<file path="src/rtl/nps_pkg.sv">
`timescale 1ns / 1ps
// Package for the nearest point search block: sizes, register indexes, item codes
// and the point and controller interface types. It depends on nothing else.
package nps_pkg;

    localparam int MAX_POINTS = 1024;
    localparam int IDX_W      = $clog2(MAX_POINTS);
    localparam int CNT_W      = IDX_W + 1;
    localparam int COORD_W    = 16;
    localparam int ABS_W      = COORD_W;
    localparam int SQ_W       = 2 * ABS_W;
    localparam int DIST_W     = SQ_W + 2;
    localparam int CFG_IDX_W  = 1;
    localparam int CFG_DATA_W = DIST_W;

    // Register indexes on the configuration port.
    localparam logic [CFG_IDX_W-1:0] REG_NODE_COUNT  = 1'b0;
    localparam logic [CFG_IDX_W-1:0] REG_MAX_SQ_DIST = 1'b1;

    // Item kinds.
    localparam logic KIND_LOAD  = 1'b0;
    localparam logic KIND_QUERY = 1'b1;

    // Default bound on the squared distance.
    localparam logic [DIST_W-1:0] MAX_SQ_DIST_RST = DIST_W'(99999);

    typedef struct packed {
        logic signed [COORD_W-1:0] x;
        logic signed [COORD_W-1:0] y;
        logic signed [COORD_W-1:0] z;
    } nps_point_t;

    // Commands from the controller to the datapath.
    typedef struct packed {
        logic             ld_en;
        logic             capture;
        logic             rd_en;
        logic [IDX_W-1:0] rd_addr;
    } nps_cmd_t;

    // Status from the datapath to the controller.
    typedef struct packed {
        logic pipe_busy;
    } nps_stat_t;

endpackage

</file>
<file path="src/rtl/nps_ctrl.sv">
`timescale 1ns / 1ps
// Controller of the nearest point search: accepts items, walks the scan address
// and waits for the distance pipeline to drain. Depends on nps_pkg.
module nps_ctrl (
    input  logic                       clk,
    input  logic                       rst_n,
    input  logic                       start,
    input  logic                       kind,
    input  logic [nps_pkg::CNT_W-1:0]  node_count,
    input  nps_pkg::nps_stat_t         stat,
    output nps_pkg::nps_cmd_t          cmd,
    output logic                       busy,
    output logic                       done
);
    import nps_pkg::*;

    typedef enum logic [1:0] {
        ST_IDLE,
        ST_SCAN,
        ST_DRAIN
    } state_t;

    state_t           state_reg, state_next;
    logic [CNT_W-1:0] cnt_reg, cnt_next;
    logic [CNT_W-1:0] n_reg, n_next;
    logic             done_reg, done_next;
    logic [CNT_W-1:0] n_sat;
    logic             accept;

    always_comb
    begin
        n_sat       = (node_count > CNT_W'(MAX_POINTS)) ? CNT_W'(MAX_POINTS) : node_count;
        accept      = start && (state_reg == ST_IDLE);
        cmd.ld_en   = accept && (kind == KIND_LOAD);
        cmd.capture = accept && (kind == KIND_QUERY);
        cmd.rd_en   = (state_reg == ST_SCAN);
        cmd.rd_addr = cnt_reg[IDX_W-1:0];

        state_next = state_reg;
        cnt_next   = cnt_reg;
        n_next     = n_reg;
        done_next  = 1'b0;
        unique case (state_reg)
            ST_IDLE:
            begin
                if (cmd.capture)
                begin
                    n_next     = n_sat;
                    cnt_next   = '0;
                    state_next = (n_sat == '0) ? ST_DRAIN : ST_SCAN;
                end
            end
            ST_SCAN:
            begin
                cnt_next = cnt_reg + 1'b1;
                if (cnt_next == n_reg)
                begin
                    state_next = ST_DRAIN;
                end
            end
            ST_DRAIN:
            begin
                if (!stat.pipe_busy)
                begin
                    state_next = ST_IDLE;
                    done_next  = 1'b1;
                end
            end
            default:
            begin
                state_next = ST_IDLE;
            end
        endcase
    end

    always_ff @(posedge clk or negedge rst_n)
    begin
        if (!rst_n)
        begin
            state_reg <= ST_IDLE;
            cnt_reg   <= '0;
            n_reg     <= '0;
            done_reg  <= 1'b0;
        end
        else
        begin
            state_reg <= state_next;
            cnt_reg   <= cnt_next;
            n_reg     <= n_next;
            done_reg  <= done_next;
        end
    end

    assign busy = (state_reg != ST_IDLE);
    assign done = done_reg;

endmodule

</file>
<file path="config.mk">
export PLATFORM = sky130hd
export DESIGN_NAME = nps_ctrl
export DESIGN_NICKNAME = d
export VERILOG_FILES = /design/src/rtl/nps_pkg.sv /design/src/rtl/nps_ctrl.sv
export SDC_FILE = /design/constraint.sdc
export NUM_CORES = 1
export LEC_CHECK = 0
export ABC_AREA = 1
export CORE_ASPECT_RATIO = 0.6
export CORE_MARGIN = 2
export CORE_UTILIZATION = 60
export CTS_BUF_LIST = sky130_fd_sc_hd__clkbuf_16
export DETAILED_ROUTE_END_ITERATION = 12
export DONT_BUFFER_PORTS = 1
export GPL_TIMING_DRIVEN = 0
export HOLD_SLACK_MARGIN = 0.15
export PLACE_DENSITY = 0.81
export SLEW_MARGIN = 20
export SYNTH_ARGS = -nofsm -noshare
export SYNTH_HDL_FRONTEND = slang
export SYNTH_SLANG_ARGS = --single-unit
</file>
<file path="constraint.sdc">
create_clock -name clk -period 3.4 [get_ports clk]
set_clock_uncertainty 0.15 [all_clocks]
set_input_delay 0.34 -clock clk [delete_from_list [all_inputs] [get_ports clk]]
set_output_delay 0.34 -clock clk [all_outputs]
set_load 0.01 [all_outputs]
</file>
======== Word-level counts from Yosys, hierarchy flattened ========
Cells that the tools add are included.
cells by class
  $add $sub $neg .......................... 1
  magnitude comparators ................... 1
  eq/ne operators ......................... 6
  multiplexer cells ....................... 10
  bitwise logic cells ..................... 1
  reduce and logical (&&, ||, !) cells .... 10
operators by type and width
  kind                                                 number
  2-to-1 mux 11 bit                                    2
  one-hot mux 11 bit (2 select lines)                  1
  adder 11 x 1 -> 11 bit, second input constant        1
  equality test 11 bit                                 1
  > comparator 11 bit, second input constant           1
  logical NOT 11 bit                                   1
  2-to-1 mux 2 bit                                     4
  one-hot mux 2 bit (3 select lines)                   1
  != test 2 bit, second input constant                 2
  AND reduction 2 bit                                  2
  nonzero test 2 bit                                   2
  logical AND 1 bit                                    3
  AND reduction 3 bit                                  1
  equality test 2 x 1 -> 1 bit, second input constant  1
  equality test 2 bit, second input constant           1
  logical NOT 2 bit                                    1
  2-to-1 mux 1 bit                                     2
  != test 2 x 1 -> 1 bit, second input constant        1
  NOT 1 bit                                            1
storage, ports and cells
  flip-flop bits (word level) ............. 25
  bits of input ports ..................... 16
  output and inout bits ................... 15
  word-level logic and storage cells ...... 33

======== Logic depth before layout (Yosys ltp) ========
  word-level depth ........................ 6
  depth in mapped cells ................... 13

======== Worst setup path after synthesis ========
No wires, ideal clock.
  path type ............................... reg2reg
  from .................................... register cnt_reg[0]
  to ...................................... register state_reg[0]
  arrival ................................. 1458 ps
  required time ........................... 3121 ps
  path slack .............................. 1663 ps
  stages on the path, launching flop included .. 12
  buffers on the path ..................... 0
  period minus slack after synthesis ...... 1737 ps
  path through ............................ dfrtp_1 > ha_1 > nand2_2 > nand2_1 > nand2_1 > nand2_1 > inv_1 > nand3_1 > nor2_1 > nand3_1 > o21bai_2 > o21ai_0
on the way
  word-level cells in the longest chain between the ends .. 4
RTL lines
  item                                     RTL line        text
  from (decl)                              nps_ctrl.sv:24  logic [CNT_W-1:0] cnt_reg, cnt_next;
  from (signal assigned)                   nps_ctrl.sv:88  cnt_reg <= cnt_next;
  adder 11 x 1 -> 11 bit                   nps_ctrl.sv:55  cnt_next = cnt_reg + 1'b1;
  equality test 11 bit                     nps_ctrl.sv:56  if (cnt_next == n_reg)
  != test 2 x 1 -> 1 bit (no source line)  -
  AND reduction 3 bit (no source line)     -
  to (signal assigned)                     nps_ctrl.sv:87  state_reg <= state_next;
  to (decl)                                nps_ctrl.sv:23  state_t state_reg, state_next;
Every way passes these cells.
A chain may end at the register's enable or synchronous reset.

======== Final worst setup path ========
Same ends and word-level chain as after synthesis.

==> flow_summary_export.csv <==
group,metric,value,unit
run_status,status,"finished, final reports clean",
critical_path,rr_worst_depth,10,
clock_network,clock-root-buffer,"clkbuf_16",
sta,finalCriticalPeriod,2.19,ns
logic_synthesis,synth_commonest_cells,"nand2_1 (44), nand3_1 (39), inv_1 (37)",
critical_path,cp-startpoint,"cnt_reg[0]",
final_layout,fin_nets,262,
sta,setup_slack,1.21,ns
final_layout,finalInstanceArea,1920,sq um
detailed_routing,drt_pass1_iterations,5,
sta,worst_pin_slew,0.654,ns
placed_design,postPlaceCellArea,1680,sq um
sta,hold_viol_final,0,
critical_path,crit_type,"register to register",
final_layout,final_cell_count_no_fill,276,
final_layout,diodes,0,
sta,relSlewSlack,56.4,%
power_and_ir_drop,power_density,309,nW/um^2
sta,rsz0062_at_grt,"false",
sta,final-max-slew-violation-count,0,
floorplanning,start_util,64.5,%
detailed_routing,ant_nets,0,
placed_design,dp_hpwl,2820,microns
clock_network,clk_latency,0.26,ns
logic_synthesis,yosys.area.top_type,"dfrtp_1",
min_path,hold_class,"primary input to register",
critical_path,path_max_fanout,8,
logic_synthesis,synth-seq-area-share,38.2,%
global_routing,grt_use_total,28.6,%
clock_network,cts_buffers,3,
clock_network,clk_pin_slew,0.06,ns
global_routing,antenna_found_initial,0,
sta,period_share,64.5,%
critical_path,worstSetupEndpoint,"state_reg[0]",
detailed_routing,wl_met2,2040,microns
power_and_ir_drop,vdd_drop_max,220,uV
global_routing,grt_pass1_wl,6880,microns
placed_design,globalplace.congestion,0.841,
power_and_ir_drop,power_switching,0.000122,W
floorplanning,die_y,44.5,microns
power_and_ir_drop,switching_share,20.6,%
detailed_routing,drc,0,
logic_synthesis,yosys.area.top_type_share,38.2,%
logic_synthesis,synth.area.top_cells,"dfrtp_1 (38%), nand3_1 (12%), nand2_1 (10%), inv_1 (8.5%), buf_4 (4.6%)",
critical_path,cp_data_arrival_time,2.18,ns
detailed_routing,dr.first_iter.drc_count,176,
floorplanning,core_area,2540,sq um
floorplanning,top_level_ports,31,
power_and_ir_drop,power_frac_comb,4.5,%
logic_synthesis,synthDistinctLibCells,26,
sta,tns,0,ns
clock_network,cts_tree,"done",
detailed_routing,dr_wl_met3,337,microns
final_layout,areaGrowthSynthToFinish,17.1,%
logic_synthesis,async_flop_share,100,%
logic_synthesis,ys.flop_type,"dfrtp_1",
clock_network,cts_buffer_depth,2,
critical_path,reg2reg_slack,1.21,ns
placed_design,post-place-ws,1.34,ns
critical_path,r2r-end,"state_reg[0]",
sta,max_freq,456,MHz
detailed_routing,viasPerCell,5.84,
logic_synthesis,synth_edf_count,0,
detailed_routing,routed_wirelength,4210,microns
critical_path,critPathCaptureType,"register",
clock_network,cts_sinks,25,
flow_run,drv_cap,0,
power_and_ir_drop,clkPwrFrac,45.3,%
logic_synthesis,synth.most_common_cell,"nand2_1",
power_and_ir_drop,seqPwrFrac,50.2,%
final_layout,finish.utilization,75.5,%
critical_path,critPathLaunchType,"register",
global_routing,grt-ovfl-total,0,
final_layout,drive_gt1_share,16.4,%
logic_synthesis,synth-seq-cells,25,
placed_design,dpl.cell_count,257,
power_and_ir_drop,power.internal,0.000470,W
floorplanning,rows,14,
logic_synthesis,syn_area_per_cell,7.28,sq um
critical_path,worstPathRequired,3.38,ns
sta,setup_viol,0,
logic_synthesis,yosysWarnings,0,
detailed_routing,drt-met1-wl,1760,microns
detailed_routing,num_vias,1613,
logic_synthesis,syn_inst,225,
detailed_routing,avgRoutedWirePerCell,15.3,microns
clock_network,htree_levels,1,
placed_design,port_buffers,0,
global_routing,grt_pass1_vias,1509,
global_routing,grt_max_degree,26,
critical_path,reg2reg_from,"cnt_reg[0]",
logic_synthesis,syn-cell-area,1640,sq um
logic_synthesis,syn-num-nets,242,
floorplanning,die-area,3180,sq um
clock_network,postCtsSetupBuffers,0,
detailed_routing,dr.max_layer_used,"met4",
floorplanning,die_x,71.5,microns
power_and_ir_drop,p_leak,0.940,nW
## how the worst min path moves through the flow
stage / end / cells after the start / start / slack, ns
2_1_floorplan: cnt_reg[0] / 0 / rst_n / -0.11
3_3_place_gp: cnt_reg[8] / 0 / rst_n / -0.11
3_5_place_dp: n_reg[8] / 0 / rst_n / -0.11
4_1_cts: n_reg[10] / 2 / kind / 0.19
5_1_grt: n_reg[10] / 2 / kind / 0.21
6_report: n_reg[10] / 2 / kind / 0.18
## power by group through the flow
stage / registers (W) / clock network (W) / logic, W
finish: 0.000297 / 0.000268 / 0.0000267
global route: 0.000297 / 0.000273 / 0.0000291
CTS: 0.000297 / 0.000267 / 0.0000259
detailed placement: 0.000303 / 0 / 0.00000496
global placement: 0.000303 / 0 / 0.00000498
floorplan: 0.000303 / 0 / 0.00000409
## routing by layer
metal,global-route usage (%),vias to the layer above
met2,50.2,95
met3,7.06,14
met5,0,-
li1,-,759
met1,34.5,745
met4,11.3,0
## final cells by class
type                    count  area (sq um)
plain buffers              12          83.8
inverters                  40           150
flip-flops and latches     25           626
multi-input cells         148           778
repair buffers             15           160
fillers                   172           622
clock inverters             1          5.00
well taps                  32          40.0
clock buffers               3          75.1
## metrics by stage
stage | hold slack (ns) | total power [W]
after floorplan | -0.106 | 0.000307
after global routing | 0.214 | 0.000600
after CTS | 0.187 | 0.000590
final | 0.182 | 0.000592
after global placement | -0.105 | 0.000308
after detailed placement | -0.105 | 0.000308
## cell families after synthesis
family          Yosys count  share of synthesized area [%]
buf+inv                  52                           14.3
xor+xnor                  2                           1.07
flops                    25                           38.2
fa+ha+maj                 1                          0.764
compound gates           31                           11.2
simple gates            114                           34.5
## placed cells by master (no fill, tap or decap)
master | netlist | routed
nand2_4 | 1 | 1
o21bai_1 | 1 | 1
nor2_2 | 5 | 5
nand3_1 | 39 | 39
nand3_2 | 5 | 5
buf_4 | 10 | 10
nor2_1 | 11 | 11
o21ai_1 | 1 | 1
clkinv_2 | 0 | 1
buf_2 | 1 | 1
o22ai_1 | 9 | 9
ha_1 | 1 | 1
o21bai_2 | 1 | 1
xnor2_1 | 1 | 1
dlygate4sd3_1 | 0 | 14
nand2_1 | 44 | 44
xor2_1 | 1 | 1
clkbuf_1 | 1 | 1
dfrtp_1 | 25 | 25
o21ai_0 | 15 | 15
inv_2 | 3 | 3
buf_12 | 0 | 1
nor2_4 | 3 | 3
nor4_1 | 1 | 1
nand2_2 | 4 | 4
nand4_1 | 1 | 1
clkbuf_16 | 0 | 3
inv_1 | 37 | 37
a21oi_1 | 2 | 2
o21ai_2 | 2 | 2
## critical path: stages (launching register included)
cell	delay, ns
dfrtp_1	0.51
ha_1	0.25
nand2_2	0.15
o21ai_2	0.21
nand2_1	0.12
nand2_1	0.08
nand2_1	0.06
nor2_1	0.14
nand3_1	0.13
o21bai_2	0.15
o21ai_0	0.12
## timing repair
item / CTS / global route
resized for setup: 0 / 0
hold endpoints to repair: 38 / 0
hold buffers: 15 / 0
No activity file was read; power rests on OpenSTA's default activity.
